### src/hw/rtl/ipnc_pkg.sv
`default_nettype none
package ipnc_pkg;

  localparam int ENTRIES = 8;
  localparam int IDX_W   = (ENTRIES > 1) ? $clog2(ENTRIES) : 1;
  localparam int SLOT_W  = 6;
  localparam int IP_W    = 32;
  localparam int HW_W    = 48;

  localparam logic CMD_LOOKUP = 1'b0;
  localparam logic CMD_UPDATE = 1'b1;

  typedef struct packed {
    logic            cmd;
    logic [IP_W-1:0] net_addr;
    logic [HW_W-1:0] hw_address;
  } in_t;

  typedef struct packed {
    logic              hit;
    logic [HW_W-1:0]   hw_address_out;
    logic [SLOT_W-1:0] slot;
  } out_t;

  // one slot compare result
  typedef struct packed {
    logic match;
    logic free;
  } cmp_t;

  // table write request
  typedef struct packed {
    logic             en;
    logic [IDX_W-1:0] idx;
    logic [IP_W-1:0]  ip;
    logic [HW_W-1:0]  hw;
  } wr_t;

endpackage
`default_nettype wire

### src/hw/rtl/ipv4_neighbour_cache.sv
// channel | ports                          | beat
// input   | in_valid, in_ready, in_data    | cmd, net_addr, hw_address
// result  | out_valid, out_ready, out_data | hit, hw_address_out, slot
//
// a lookup miss scans every slot (one slot per cycle through the shared compare
// unit) and registers its result; an update adds the ST_WRITE state, a lookup
// hit adds ST_READ and ST_FIN (hw table read); address 0 gives its result from
// ST_IDLE without a scan; in_ready returns the cycle after the result beat
// rst_n (sync, active low) clears all valid bits, so every slot is free
// in_ready is low while a beat is in work or a result waits on out_ready
`default_nettype none
module ipv4_neighbour_cache (
  input  wire logic     clk,
  input  wire logic     rst_n,
  input  wire logic     in_valid,
  output logic          in_ready,
  input  wire ipnc_pkg::in_t in_data,
  output logic          out_valid,
  input  wire logic     out_ready,
  output ipnc_pkg::out_t out_data
);

  localparam int ST_W = 3;
  localparam logic [ST_W-1:0] ST_IDLE  = 3'd0;
  localparam logic [ST_W-1:0] ST_SCAN  = 3'd1;
  localparam logic [ST_W-1:0] ST_WRITE = 3'd2;
  localparam logic [ST_W-1:0] ST_READ  = 3'd3;
  localparam logic [ST_W-1:0] ST_FIN   = 3'd4;

  localparam logic [ipnc_pkg::IDX_W-1:0] LAST_IDX =
    ipnc_pkg::IDX_W'(ipnc_pkg::ENTRIES - 1);

  logic [ST_W-1:0]            state_r, state_nxt;
  ipnc_pkg::in_t              item_r, item_nxt;
  logic [ipnc_pkg::IDX_W-1:0] idx_r, idx_nxt;
  logic                       mfound_r, mfound_nxt;
  logic [ipnc_pkg::IDX_W-1:0] midx_r, midx_nxt;
  logic                       ffound_r, ffound_nxt;
  logic [ipnc_pkg::IDX_W-1:0] fidx_r, fidx_nxt;
  logic                       out_valid_r, out_valid_nxt;
  ipnc_pkg::out_t             out_r, out_nxt;

  logic [ipnc_pkg::IP_W-1:0]  scan_ip;
  logic                       scan_valid;
  logic [ipnc_pkg::HW_W-1:0]  hw_rd_data;
  ipnc_pkg::cmp_t             cmp;
  ipnc_pkg::wr_t              wr;
  logic [ipnc_pkg::IDX_W-1:0] target;

  // scan read address is idx_nxt, registered in the table, so slot idx_r is on scan_ip
  ipnc_table u_table (
    .clk        (clk),
    .rst_n      (rst_n),
    .scan_idx   (idx_nxt),
    .scan_ip    (scan_ip),
    .scan_valid (scan_valid),
    .hw_rd_idx  (midx_r),
    .hw_rd_data (hw_rd_data),
    .wr         (wr)
  );

  // shared compare unit, one slot per cycle
  ipnc_cmp u_cmp (
    .key         (item_r.net_addr),
    .entry_ip    (scan_ip),
    .entry_valid (scan_valid),
    .res         (cmp)
  );

  assign in_ready  = (state_r == ST_IDLE) && !out_valid_r;
  assign out_valid = out_valid_r;
  assign out_data  = out_r;

  // existing slot first, then lowest free slot, else evict slot 0
  assign target = mfound_r ? midx_r : (ffound_r ? fidx_r : '0);

  always_comb begin
    wr.en  = (state_r == ST_WRITE);
    wr.idx = target;
    wr.ip  = item_r.net_addr;
    wr.hw  = item_r.hw_address;
  end

  always_comb begin
    state_nxt     = state_r;
    item_nxt      = item_r;
    idx_nxt       = idx_r;
    mfound_nxt    = mfound_r;
    midx_nxt      = midx_r;
    ffound_nxt    = ffound_r;
    fidx_nxt      = fidx_r;
    out_valid_nxt = out_valid_r;
    out_nxt       = out_r;

    if (out_valid_r && out_ready) begin
      out_valid_nxt = 1'b0;
    end

    unique case (state_r)
      ST_IDLE: begin
        if (in_valid && in_ready) begin
          item_nxt   = in_data;
          idx_nxt    = '0;
          mfound_nxt = 1'b0;
          ffound_nxt = 1'b0;
          if (in_data.net_addr == '0) begin
            // reserved address: miss, no table change
            out_nxt       = '0;
            out_valid_nxt = 1'b1;
          end else begin
            state_nxt = ST_SCAN;
          end
        end
      end

      ST_SCAN: begin
        if (!mfound_r && cmp.match) begin
          mfound_nxt = 1'b1;
          midx_nxt   = idx_r;
        end
        if (!ffound_r && cmp.free) begin
          ffound_nxt = 1'b1;
          fidx_nxt   = idx_r;
        end
        if (idx_r == LAST_IDX) begin
          if (item_r.cmd == ipnc_pkg::CMD_UPDATE) begin
            state_nxt = ST_WRITE;
          end else if (mfound_nxt) begin
            state_nxt = ST_READ;
          end else begin
            out_nxt       = '0;
            out_valid_nxt = 1'b1;
            state_nxt     = ST_IDLE;
          end
        end else begin
          idx_nxt = idx_r + 1'b1;
        end
      end

      ST_WRITE: begin
        out_nxt.hit            = mfound_r;
        out_nxt.hw_address_out = '0;
        out_nxt.slot           = ipnc_pkg::SLOT_W'(target);
        out_valid_nxt          = 1'b1;
        state_nxt              = ST_IDLE;
      end

      // hw table read data registers at the end of this cycle
      ST_READ: begin
        state_nxt = ST_FIN;
      end

      ST_FIN: begin
        out_nxt.hit            = 1'b1;
        out_nxt.hw_address_out = hw_rd_data;
        out_nxt.slot           = ipnc_pkg::SLOT_W'(midx_r);
        out_valid_nxt          = 1'b1;
        state_nxt              = ST_IDLE;
      end

      default: begin
        state_nxt = ST_IDLE;
      end
    endcase
  end

  always_ff @(posedge clk) begin
    if (!rst_n) begin
      state_r     <= ST_IDLE;
      out_valid_r <= 1'b0;
      mfound_r    <= 1'b0;
      ffound_r    <= 1'b0;
      idx_r       <= '0;
    end else begin
      state_r     <= state_nxt;
      out_valid_r <= out_valid_nxt;
      mfound_r    <= mfound_nxt;
      ffound_r    <= ffound_nxt;
      idx_r       <= idx_nxt;
    end
  end

  // payload, no reset
  always_ff @(posedge clk) begin
    item_r <= item_nxt;
    midx_r <= midx_nxt;
    fidx_r <= fidx_nxt;
    out_r  <= out_nxt;
  end

endmodule
`default_nettype wire

### src/hw/rtl/ipnc_cmp.sv
`default_nettype none
module ipnc_cmp (
  input  wire logic [ipnc_pkg::IP_W-1:0] key,
  input  wire logic [ipnc_pkg::IP_W-1:0] entry_ip,
  input  wire logic                      entry_valid,
  output ipnc_pkg::cmp_t                 res
);

  // a valid slot always holds a nonzero address
  always_comb begin
    res.match = entry_valid && (entry_ip == key);
    res.free  = !entry_valid;
  end

endmodule
`default_nettype wire

### src/hw/rtl/ipnc_table.sv
`default_nettype none
module ipnc_table (
  input  wire logic                       clk,
  input  wire logic                       rst_n,
  input  wire logic [ipnc_pkg::IDX_W-1:0] scan_idx,
  output logic      [ipnc_pkg::IP_W-1:0]  scan_ip,
  output logic                            scan_valid,
  input  wire logic [ipnc_pkg::IDX_W-1:0] hw_rd_idx,
  output logic      [ipnc_pkg::HW_W-1:0]  hw_rd_data,
  input  wire ipnc_pkg::wr_t              wr
);

  logic [ipnc_pkg::ENTRIES-1:0] valid_r;
  logic [ipnc_pkg::IP_W-1:0]    ip_mem [ipnc_pkg::ENTRIES];
  logic [ipnc_pkg::HW_W-1:0]    hw_mem [ipnc_pkg::ENTRIES];
  logic [ipnc_pkg::HW_W-1:0]    hw_rd_r;
  logic [ipnc_pkg::IP_W-1:0]    scan_ip_r;
  logic                         scan_valid_r;

  always_ff @(posedge clk) begin
    if (!rst_n) begin
      valid_r      <= '0;
      scan_valid_r <= 1'b0;
    end else begin
      if (wr.en) begin
        valid_r[wr.idx] <= 1'b1;
      end
      scan_valid_r <= valid_r[scan_idx];
    end
  end

  // registered reads, data shows up the cycle after the address
  always_ff @(posedge clk) begin
    if (wr.en) begin
      ip_mem[wr.idx] <= wr.ip;
      hw_mem[wr.idx] <= wr.hw;
    end
    scan_ip_r <= ip_mem[scan_idx];
    hw_rd_r   <= hw_mem[hw_rd_idx];
  end

  assign scan_valid = scan_valid_r;
  assign scan_ip    = scan_valid_r ? scan_ip_r : '0;
  assign hw_rd_data = hw_rd_r;

endmodule
`default_nettype wire
### config.mk
export PLATFORM = sky130hd
export DESIGN_NAME = ipv4_neighbour_cache
export DESIGN_NICKNAME = d
export VERILOG_FILES = /design/src/hw/rtl/ipnc_pkg.sv /design/src/hw/rtl/ipv4_neighbour_cache.sv /design/src/hw/rtl/ipnc_cmp.sv /design/src/hw/rtl/ipnc_table.sv
export SDC_FILE = /design/constraint.sdc
export NUM_CORES = 1
export LEC_CHECK = 0
export ABC_AREA = 1
export BUFFER_PORTS_ARGS = -buffer_cell sky130_fd_sc_hd__buf_2
export CORE_MARGIN = 2
export CORE_UTILIZATION = 46
export DETAILED_ROUTE_END_ITERATION = 7
export HOLD_SLACK_MARGIN = 0.08
export PLACE_DENSITY = 0.67
export SYNTH_ARGS = -nofsm -noshare
export SYNTH_HDL_FRONTEND = slang
export SYNTH_SLANG_ARGS = --single-unit
### constraint.sdc
create_clock -name clk -period 7.05 [get_ports clk]
set_input_delay 0.705 -clock clk [delete_from_list [all_inputs] [get_ports clk]]
set_output_delay 0.705 -clock clk [all_outputs]
set_load 0.1 [all_outputs]
Word-level counts from Yosys, hierarchy flattened. Memory sizes are Yosys's and may differ from the RTL's. A register that Yosys moved wholly into a read port is not among the register bits. Cells that the tools add are included. W data, S select, Z words.

$lt $le $gt $ge: 3. Reduce and logical (&&, ||, !) cells: 23. Add/subtract/negate cells: 1. Bitwise operators: 1. Muxes and demuxes: 37. Equality and inequality tests: 13.

Operators by type and width (count): $mux W55 (5); $pmux W55 S4 (1); $eq A32 B32 Y1 (1); $logic_not A32 Y1 (1); $mux W32 (1); $mux W3 (7); $mux W1 (14); $ne A2 B2 Y1 const B (5); $pmux W3 S3 (1); $lt A3 B4 Y1 const B (2); $or A8 B8 Y8 (1); $reduce_and A2 Y1 (4); $logic_and A1 B1 Y1 (7); $eq A3 B2 Y1 const B (2); $eq A3 B3 Y1 const B (2); $pmux W3 S2 (1); $reduce_and A3 Y1 (2); $reduce_and A6 Y1 (1); $logic_not A1 Y1 (4); $mux W2 (2); $ne A2 B1 Y1 const B (2); $pmux W1 S2 (2); $reduce_bool A4 Y1 (1); $add A3 B1 Y3 const B (1); 8 further kinds (8).

Output and inout bits: 57. Bits of input ports: 85. Memories kept: 2. Logic and storage cells: 95. Bits in writable memories: 640. Register bits after elaboration: 160.

Memories: u_table.hw_mem (depth 8, width 48, read ports 1, clocked after Yosys merged registers in 1, wr ports 1, line ipnc_table.sv:15) `logic [ipnc_pkg::HW_W-1:0] hw_mem [ipnc_pkg::ENTRIES];`; u_table.ip_mem (depth 8, width 32, read ports 1, clocked after Yosys merged registers in 1, wr ports 1, line ipnc_table.sv:14) `logic [ipnc_pkg::IP_W-1:0] ip_mem [ipnc_pkg::ENTRIES];`.

Longest topological paths before layout. Gate-level depths: netlist of run 1.

Depth in word-level cells: 10. Depth in mapped cells: 14. Depth with buffers taken out: 13.

Modules after synthesis. From an unflattened synthesis of run 1, not the netlist that was laid out.

Cell total of the unflattened synthesis: 2855. Area, all modules: 33631.0 um^2.

By module, submodules not included: ipnc_table (times used 1, cells an instance 2346, area each 27717.8 um^2, sequential area each 21000.1 um^2); ipv4_neighbour_cache (times used 1, cells an instance 368, area each 5316.3 um^2, sequential area each 4354.2 um^2); ipnc_cmp (times used 1, cells an instance 141, area each 596.8 um^2, sequential area each 0.0 um^2).

Worst setup path before layout of run 1. OpenSTA, ideal clock, no wires.

Path type: register to register. Start point: reg midx_r[1] in the netlist's numbering. End point: mem u_table.hw_mem[0][0] in the netlist's numbering, enable pin. Clock period less this slack: 4.909 ns. Path slack: 2.141 ns. Setup time: 0.522 ns. Required time: 6.528 ns. Path buffers: 1. Data arrival time: 4.387 ns. Stages on the path, launching flop included: 7. Cells stage by stage: edfxtp_1 clkbuf_1 a22oi_1 inv_1 nor2_1 inv_1 nor2_1.

Word-level cells in the longest chain between the ends: 1.

RTL lines: start, declared (line ipv4_neighbour_cache.sv:37) `logic [ipnc_pkg::IDX_W-1:0] midx_r, midx_nxt;`; start signal, assigned (line ipv4_neighbour_cache.sv:186) `midx_r <= midx_nxt;`; $mux W3 (line ipv4_neighbour_cache.sv:75) `assign target = mfound_r ? midx_r : (ffound_r ? fidx_r : '0);`; end, declared (line ipnc_table.sv:15).

Every way passes these cells.

Worst setup path after layout of run 1.
Start point: reg state_r[2]. End point: reg u_table.scan_ip_r[31] in the netlist's numbering (read register of u_table.ip_mem).

Word-level cells in the longest chain between the ends: 5. Elaborated cells between the ends (all ways): 6. Classes of those cells: 1 x eq/ne; 2 x mux; 3 x reduce/logical.

RTL lines: start, declared (line ipv4_neighbour_cache.sv:33) `logic [ST_W-1:0] state_r, state_nxt;`; start signal, assigned (line ipv4_neighbour_cache.sv:175) `state_r <= state_nxt;`; $logic_not A3 Y1 (line ipv4_neighbour_cache.sv:70, ipv4_neighbour_cache.sv:99); $logic_and A1 B1 Y1 (line ipv4_neighbour_cache.sv:70) `assign in_ready = (state_r == ST_IDLE) && !out_valid_r;`; $logic_and A1 B1 Y1 (line ipv4_neighbour_cache.sv:101) `if (in_valid && in_ready) begin`; $mux W3 (line ipv4_neighbour_cache.sv:101); $pmux W3 S2 (*) (line ipv4_neighbour_cache.sv:99) `unique case (state_r)`; end, declared (line ipnc_table.sv:17) `logic [ipnc_pkg::IP_W-1:0] scan_ip_r;`.

Every way passes the cells marked *; elsewhere a longest branch is shown, timed or not. A chain may end at the register's enable or synchronous reset.

==> qor.json, run 1 <==
{
  "maxSlewHeadroom_pct": 20.5,
  "timing.final.max_slew_violations": 0,
  "die_area_um2": 74000,
  "dp_hpwl_um": 38800,
  "clock_buffer_depth": 3,
  "max_freq_mhz": 273,
  "routedWlPerCell_um": 19.3,
  "worstPathBufferInverterCount": 3,
  "post_synth_edffs": 779,
  "top_usage_layer": "met2",
  "cp_cell_sequence": "nor2_2 > nand4_2 > nand2_2 > nand2_1 > a21oi_4 > buf_4 > clkinv_2 > buf_4 > o211ai_1 > o21ai_1 > nand2_1 > nand2_1",
  "final.setup_skew_ns": 0.0308,
  "critical_path.endpoint_type": "flip-flop",
  "antenna_found_initial": 0,
  "cts.repair_timing.setup_buffer_count": 0,
  "p_leak_uw": 0.0136,
  "synth_flop_cell": "sky130_fd_sc_hd__edfxtp_1",
  "yosys.area.top_type": "sky130_fd_sc_hd__edfxtp_1",
  "yosys_warnings": 0,
  "status": "finished, final reports clean",
  "global_route.overflow_total": 0,
  "worst_skew_pair.late_latency_ns": 0.64,
  "top_count_cell_post_synth": "sky130_fd_sc_hd__edfxtp_1",
  "maxCapViolCount": 0,
  "crit_path_start_kind": "flip-flop",
  "core.rowCount": 98,
  "wire_length_of_the_first_global_routing_pass_um": 111000,
  "crit_path_end": "u_table.scan_ip_r[31]",
  "route.detailed.vias_per_inst": 5.31,
  "hold_path_startpoint": "in_data[16]",
  "core_um2": 71200,
  "first_iter_violations": 1607,
  "timing.critical_path.slowest_stage_cell": "sky130_fd_sc_hd__clkinv_2",
  "finalWirelength_um": 71900,
  "post_synth_num_cell_types": 38,
  "layout.nets": 2782,
  "rr_startpoint": "state_r[2]",
  "detailroute.via_count": 19800,
  "drc": 0,
  "postSynthRegisterBits": 877,
  "required_time_of_the_critical_path_ns": 7.58,
  "power_density_nw_per_um2": 335,
  "synth.cells.most_frequent": "sky130_fd_sc_hd__edfxtp_1, sky130_fd_sc_hd__nor2_1, sky130_fd_sc_hd__nand2_1",
  "cts-buffers-inserted": 90,
  "final-hold-violation-count": 0,
  "finalPower_uw": 12500,
  "worstMarginPinSlew_ns": 1.19,
  "synth.top_cells.by_area": "sky130_fd_sc_hd__edfxtp_1, sky130_fd_sc_hd__dfxtp_1, sky130_fd_sc_hd__nor2_1, sky130_fd_sc_hd__nand2_1, sky130_fd_sc_hd__o21ai_0",
  "critPathTopFamily": "buffers and inverters",
  "ios": 142,
  "crit-reg2reg-capture": "u_table.scan_ip_r[31]",
  "grt.met1_usage_pct": 25.2,
  "clkSinkCount": 877,
  "timing.critical_path.arrival_ns": 4.19,
  "n_antenna_cell": 0,
  "firstDrtPassIters": 6,
  "switchingPower_uw": 3390,
  "cp_max_fo": 69,
  "min_period_over_period_pct": 52.0,
  "timing.critical_path.from": "state_r[2]",
  "holdBufCountCts": 0,
  "worst-path-stages": 12,
  "floorplan.initialDensity_pct": 46.4,
  "pwr-share-seq_pct": 49.9,
  "grt_max_degree": 137,
  "cts.htree.levels": 3,
  "holdCritPathClass": "in2reg",
  "grtUsageTotal_pct": 19.3,
  "syn_inst": 2574,
  "path_clk_slew_ns": 0.06,
  "setup-violations-final": 0,
  "power.share.switching_pct": 27.0,
  "placement.io_buffers": 138,
  "root_buffer": "sky130_fd_sc_hd__clkbuf_16",
  "synth_top_cell_area_share_pct": 70.8,
  "critical_path_class": "reg2reg",
  "grt_pass1_vias": 19600,
  "timing.reg2reg.worst_path_depth": 12,
  "synth_sequential_area_ratio_pct": 76.7,
  "hold_ws_ns": 0.233,
  "rsz_0062_raised_after_global_routing": "no",
  "clock_tree_from_tritoncts": "built",
  "share_clk_of_total_power_pct": 37.4,
  "slowest_delay_ns": 0.72,
  "syn_area_per_cell_um2": 12.8,
  "global_route.usage.met2_pct": 32.7,
  "fin_setup_tns_ns": 0,
  "max-vdd-ir-drop_mv": 0.255,
  "cell_internal_pwr_uw": 9150,
  "horiz_die_dim_um": 272,
  "gp_congestion": 0.782,
  "combPwrFrac_pct": 12.7,
  "met3_usage_pct": 3.00,
  "route.antenna.remaining_nets": 0,
  "r2r_slack_ns": 3.39,
  "min_period_ns": 3.66,
  "cts.repair.resized": 0,
  "layout_cell_share_with_drive_strength_beyond_1_pct": 12.1,
  "postSynth.asyncResetShare_pct": 0,
  "synthesis.area_um2": 33000,
  "dieHeight_um": 272,
  "area_growth_pct": 13.5,
  "cp_common_cell": "sky130_fd_sc_hd__nand2_1"
}
==> routing by layer <==
metal  routed length (um)  vias up
li1                     -     9250
met1                30100     9713
met2                35400      653
met3                 4170      156
met4                 2240        0
met5                    0        -
==> kinds of logic after synthesis <==
group           after synthesis  share of synthesized area (%)
compound gates              476                           8.59
xor+xnor                      3                         0.0795
fa+ha+maj                     1                         0.0379
buf+inv                     337                           4.25
flops                       877                           76.7
other cells                   1                         0.0114
simple gates                879                           10.3
==> power groups by stage <==
stage          clock network [uW]  logic [uW]  registers (uW)
6_report                     4690        1590            6260
5_1_grt                      4980        1760            6300
4_1_cts                      4780        1610            6260
3_5_place_dp                    0        1600            6370
3_3_place_gp                    0        1570            6350
2_1_floorplan                   0         995            6570
==> flip-flops by register name, summed over array words and instances, names as in the netlist, 8 cells and up <==
signal / count
item_r: 81
out_data: 52
u_table.hw_mem: 384
u_table.hw_rd_data: 48
u_table.ip_mem: 256
u_table.scan_ip_r: 32
u_table.valid_r: 8
==> cells in the final DEF, fill, tap and decap left out, drive strengths merged <==
cell type,netlist,layout
clkinv,2,29
clkbuf,73,127
ha,1,1
and3,1,1
buf,62,163
clkinvlp,0,2
bufinv,0,7
a31oi,48,48
nor4,1,1
nand4,5,5
edfxtp,779,779
nand3b,6,6
o21bai,1,1
nand2,336,336
o22ai,50,50
nor2,506,506
inv,200,204
a31o,1,1
conb,1,3
a21oi,8,8
xnor2,3,3
nor3,5,5
o21ai,268,268
dfxtp,98,98
nand3,19,19
a22oi,3,3
o211ai,96,96
o21a,1,1
==> how the worst min path moves through the flow <==
stage / endpoint / slack [ns] / cells past startpoint
after global routing: item_r[27] / 0.21 / 1
final: item_r[16] / 0.23 / 1
after global placement: u_table.valid_r[5] / 0.44 / 2
after CTS: item_r[16] / 0.20 / 1
after floorplan: u_table.valid_r[5] / 0.43 / 2
after detailed placement: u_table.valid_r[1] / 0.46 / 2
==> metrics by stage <==
stage / cell area, um^2 / std cells / utilization, % / setup WS (ns)
finish: 37500 / 3721 / 52.6 / 3.39
global route: 37500 / 3721 / 52.6 / 3.19
CTS: 37500 / 3721 / 52.6 / 3.42
detailed placement: 34600 / 3554 / 48.5 / 3.15
global placement: 34600 / 3554 / 48.5 / 3.28
floorplan: 33000 / 2576 / - / 2.14
==> final cells by class <==
class / count / area (um^2)
well taps: 950 / 1190
clock inverters: 40 / 420
repair buffers: 163 / 878
flip-flops and latches: 877 / 25400
fillers: 5835 / 33800
clock buffers: 127 / 2510
inverters: 202 / 764
multi-input cells: 1362 / 6370
(Power assumes the default switching activity.)
==> run 2, diff against run 1 <==
Settings changed: PLACE_DENSITY 0.67 to 0.7.
Clock period 7.05 ns to 3.2 ns, I/O delays scaled along.
==> run 2 against run 1 <==
Compared with the run above: worst setup slack worse by 3.1 ns; worst hold slack worse by 0.11 ns; register-to-register slack worse by 3.1 ns; largest cell class unchanged; largest power group unchanged; highest routed layer unchanged.
==> qor.json, run 2 (same netlist as run 1, synthesis figures left out) <==
{
  "status": {"value": "finished, final reports clean", "change": "unchanged"},
  "pwr-share-seq": {"value": 50.0, "unit": "%", "change": "was 49.9%"},
  "rsz_0062_raised_after_global_routing": {"value": "no", "change": "unchanged"},
  "min_to": {"value": "out_valid", "change": "was item_r[16]"},
  "dp_hpwl": {"value": 38300, "unit": "um", "change": "was 38800 um"},
  "crit_path_start_kind": {"value": "flip-flop", "change": "unchanged"},
  "required_time_of_the_critical_path": {"value": 3.46, "unit": "ns", "change": "was 7.58 ns"},
  "timing.critical_path.slowest_stage_cell": {"value": "sky130_fd_sc_hd__buf_4", "change": "was sky130_fd_sc_hd__clkinv_2"},
  "hold_path_startpoint": {"value": "out_ready", "change": "was in_data[16]"},
  "cp_cell_sequence": {"value": "buf_4 > nand2_1 > xnor2_1 > nor2_1 > nand3_1 > nor2_1 > nand2_1 > nand2_1 > nand2_1 > and3_2 > buf_4", "change": "was nor2_2 > nand4_2 > nand2_2 > nand2_1 > a21oi_4 > buf_4 > clkinv_2 > buf_4 > o211ai_1 > o21ai_1 > nand2_1 > nand2_1"},
  "worst_skew_pair.late_latency": {"value": 0.64, "unit": "ns", "change": "about the same"},
  "grtUsageTotal": {"value": 19.6, "unit": "%", "change": "was 19.3%"},
  "timing.final.max_slew_violations": {"value": 0, "change": "unchanged"},
  "grt_max_degree": {"value": 193, "change": "was 137"},
  "detailroute.via_count": {"value": 20300, "change": "was 19800"},
  "setup_ws": {"value": 0.320, "unit": "ns", "change": "was 3.39 ns"},
  "final_cell_mix": {"value": "sky130_fd_sc_hd__edfxtp_1, sky130_fd_sc_hd__nor2_1, sky130_fd_sc_hd__nand2_1", "change": "unchanged"},
  "worst_hold_path_cell_count": {"value": 4, "change": "was 1"},
  "wire_length_of_the_first_global_routing_pass": {"value": 112000, "unit": "um", "change": "was 111000 um"},
  "final.setup_skew": {"value": 0.0200, "unit": "ns", "change": "was 0.0308 ns"},
  "cts-buffers-inserted": {"value": 90, "change": "unchanged"},
  "path_clk_slew": {"value": 0.06, "unit": "ns", "change": "about the same"},
  "top_layer_used": {"value": "met4", "change": "unchanged"},
  "min_period_over_period": {"value": 90.0, "unit": "%", "change": "was 52.0%"},
  "max-vdd-ir-drop": {"value": 0.735, "unit": "mV", "change": "was 0.255 mV"},
  "die_area": {"value": 74000, "unit": "um^2", "change": "unchanged"},
  "largest_reg_by_ff_count": {"value": "u_table.hw_mem", "change": "unchanged"},
  "clkSinkCount": {"value": 877, "change": "unchanged"},
  "share_clk_of_total_power": {"value": 36.7, "unit": "%", "change": "was 37.4%"},
  "drc": {"value": 0, "change": "unchanged"},
  "wl_met2": {"value": 35900, "unit": "um", "change": "was 35400 um"},
  "cell_internal_pwr": {"value": 20100, "unit": "uW", "change": "was 9150 uW"},
  "placed_inst_area": {"value": 34900, "unit": "um^2", "change": "was 34600 um^2"},
  "power_density": {"value": 716, "unit": "nW/um^2", "change": "was 335 nW/um^2"},
  "slowest_delay": {"value": 0.64, "unit": "ns", "change": "was 0.72 ns"},
  "seqCellArea": {"value": 25400, "unit": "um^2", "change": "unchanged"},
  "first_iter_violations": {"value": 1773, "change": "was 1607"},
  "grt_pass1_vias": {"value": 19900, "change": "was 19600"},
  "timing.critical_path.arrival": {"value": 3.14, "unit": "ns", "change": "was 4.19 ns"},
  "dieHeight": {"value": 272, "unit": "um", "change": "unchanged"},
  "min_period": {"value": 2.88, "unit": "ns", "change": "was 3.66 ns"},
  "route.antenna.remaining_nets": {"value": 0, "change": "unchanged"},
  "antenna_found_initial": {"value": 3, "change": "was 0"},
  "reg.largest.list": {"value": "u_table.hw_mem: 384 flops, u_table.ip_mem: 256 flops, item_r: 81 flops", "change": "unchanged"},
  "power.share.switching": {"value": 27.1, "unit": "%", "change": "was 27.0%"},
  "horiz_die_dim": {"value": 272, "unit": "um", "change": "unchanged"},
  "holdBufCountCts": {"value": 82, "change": "was 0"},
  "gp_congestion": {"value": 0.844, "change": "was 0.782"},
  "ios": {"value": 142, "change": "unchanged"},
  "area_occupied_by_multi_input_gates": {"value": 6370, "unit": "um^2", "change": "unchanged"},
  "cts.repair_timing.setup_buffer_count": {"value": 0, "change": "unchanged"},
  "clock_buffer_depth": {"value": 3, "change": "unchanged"},
  "critPathTopFamily": {"value": "buffers and inverters", "change": "unchanged"},
  "core": {"value": 71200, "unit": "um^2", "change": "unchanged"},
  "layout.filler_cells": {"value": 5649, "change": "was 5835"},
  "core.rowCount": {"value": 98, "change": "unchanged"},
  "firstDrtPassIters": {"value": 5, "change": "was 6"},
  "switchingPower": {"value": 7490, "unit": "uW", "change": "was 3390 uW"},
  "placement.io_buffers": {"value": 138, "change": "unchanged"},
  "layout.cells.most_common": {"value": "sky130_fd_sc_hd__edfxtp_1", "change": "unchanged"},
  "critical_path.endpoint_type": {"value": "flip-flop", "change": "unchanged"},
  "clock_tree_from_tritoncts": {"value": "built", "change": "unchanged"},
  "n_antenna_cell": {"value": 0, "change": "unchanged"},
  "final-hold-violation-count": {"value": 0, "change": "unchanged"},
  "rr_startpoint": {"value": "u_table.scan_valid", "change": "was state_r[2]"},
  "cts.repair.resized": {"value": 0, "change": "unchanged"},
  "routedWlPerCell": {"value": 19.0, "unit": "um", "change": "was 19.3 um"},
  "holdCritPathClass": {"value": "in2reg", "change": "unchanged"},
  "r2r_slack": {"value": 0.32, "unit": "ns", "change": "was 3.39 ns"},
  "root_buffer": {"value": "sky130_fd_sc_hd__clkbuf_16", "change": "unchanged"},
  "detailedPlace.worstSlack": {"value": 0.346, "unit": "ns", "change": "was 3.15 ns"},
  "fin_area": {"value": 38600, "unit": "um^2", "change": "was 37500 um^2"},
  "cts.htree.levels": {"value": 3, "change": "unchanged"},
  "setup-violations-final": {"value": 0, "change": "unchanged"},
  "finalWirelength": {"value": 72600, "unit": "um", "change": "was 71900 um"},
  "timing.reg2reg.worst_path_depth": {"value": 11, "change": "was 12"},
  "worstMarginPinSlew": {"value": 0.886, "unit": "ns", "change": "was 1.19 ns"},
  "worstPathBufferInverterCount": {"value": 2, "change": "was 3"},
  "layout_cell_share_with_drive_strength_beyond_1": {"value": 12.2, "unit": "%", "change": "was 12.1%"},
  "finalPower": {"value": 27600, "unit": "uW", "change": "was 12500 uW"},
  "global_route.overflow_total": {"value": 0, "change": "unchanged"},
  "cp_common_cell": {"value": "sky130_fd_sc_hd__nand2_1", "change": "unchanged"},
  "combPwrFrac": {"value": 13.3, "unit": "%", "change": "was 12.7%"},
  "wirelength_met1": {"value": 29500, "unit": "um", "change": "was 30100 um"},
  "area_growth": {"value": 16.9, "unit": "%", "change": "was 13.5%"},
  "cp_max_fo": {"value": 52, "change": "was 69"},
  "maxSlewHeadroom": {"value": 40.9, "unit": "%", "change": "was 20.5%"},
  "maxCapViolCount": {"value": 0, "change": "unchanged"},
  "floorplan.initialDensity": {"value": 46.4, "unit": "%", "change": "unchanged"},
  "largest_register_ff_count": {"value": 384, "change": "unchanged"},
  "route.detailed.vias_per_inst": {"value": 5.31, "change": "about the same"},
  "layout.nets": {"value": 2880, "change": "was 2782"},
  "met3WireLength": {"value": 5410, "unit": "um", "change": "was 4170 um"},
  "p_leak": {"value": 0.0140, "unit": "uW", "change": "was 0.0136 uW"},
  "critical_path_class": {"value": "reg2reg", "change": "unchanged"},
  "crit-reg2reg-capture": {"value": "out_data[27]", "change": "was u_table.scan_ip_r[31]"},
  "max_freq": {"value": 347, "unit": "MHz", "change": "was 273 MHz"}
}
## run 2: changes by cell type in the layout (fill, tap and decap cells not counted), sizes merged
cell	before	now
clkinvlp	2	4
bufinv	7	6
clkinv	29	36
inv	204	202
clkbuf	127	122
buf	163	179
dlygate4sd3	0	82
## run 2: cell type report
type                            instances  area share (%)
Clock inverter                         46            1.13
Clock buffer                          122            6.38
Sequential cell                       877            65.7
Inverter                              202            1.98
Tap cell                              950            3.08
Timing Repair Buffer                  261            5.26
Multi-Input combinational cell       1362            16.5
## run 2: how the worst max path moves through the flow
stage                                   from                    to  slack (ns)  depth (start not counted)
after floorplan                    midx_r[0]  u_table.hw_mem[0][0]       -0.34                          4
after global placement    u_table.scan_valid          out_data[30]        0.47                         13
after detailed placement  u_table.scan_valid          out_data[31]        0.35                         11
after CTS                 u_table.scan_valid          out_data[27]        0.34                         11
after global routing      u_table.scan_valid          out_data[27]        0.13                         11
final                     u_table.scan_valid          out_data[27]        0.32                         11
## run 2: metrics by stage
step	setup TNS, ns	util [%]	instances	hold slack [ns]
final	0	54.2	3820	0.127
after global placement	0	49.0	3570	0.446
after global routing	0	54.2	3820	0.102
after CTS	0	54.2	3820	0.0988
after detailed placement	0	49.0	3570	0.459
after floorplan	-179.26	-	2576	0.419
## run 2: worst min-delay path: cells and delay by family
| family | cells | cell delay (ns) |
|---|---|---|
| compound gates | 2 | 0.21 |
| buf+inv | 1 | 0.12 |
| simple gates | 1 | 0.07 |
## run 2: power by group through the flow
stage / Sequential [uW] / Clock [uW] / Combinational (uW)
after floorplan: 14500 / 0 / 2200
after global placement: 14000 / 0 / 3500
after detailed placement: 14000 / 0 / 3590
after CTS: 13800 / 10400 / 3690
after global routing: 13900 / 10800 / 4020
final: 13800 / 10200 / 3670
## run 2: routing by layer
layer  vias up  track usage (%)
met5         -                0
met4         0             6.42
met1      9905             25.4
li1       9456                -
met3       127             3.63
met2       780             33.5
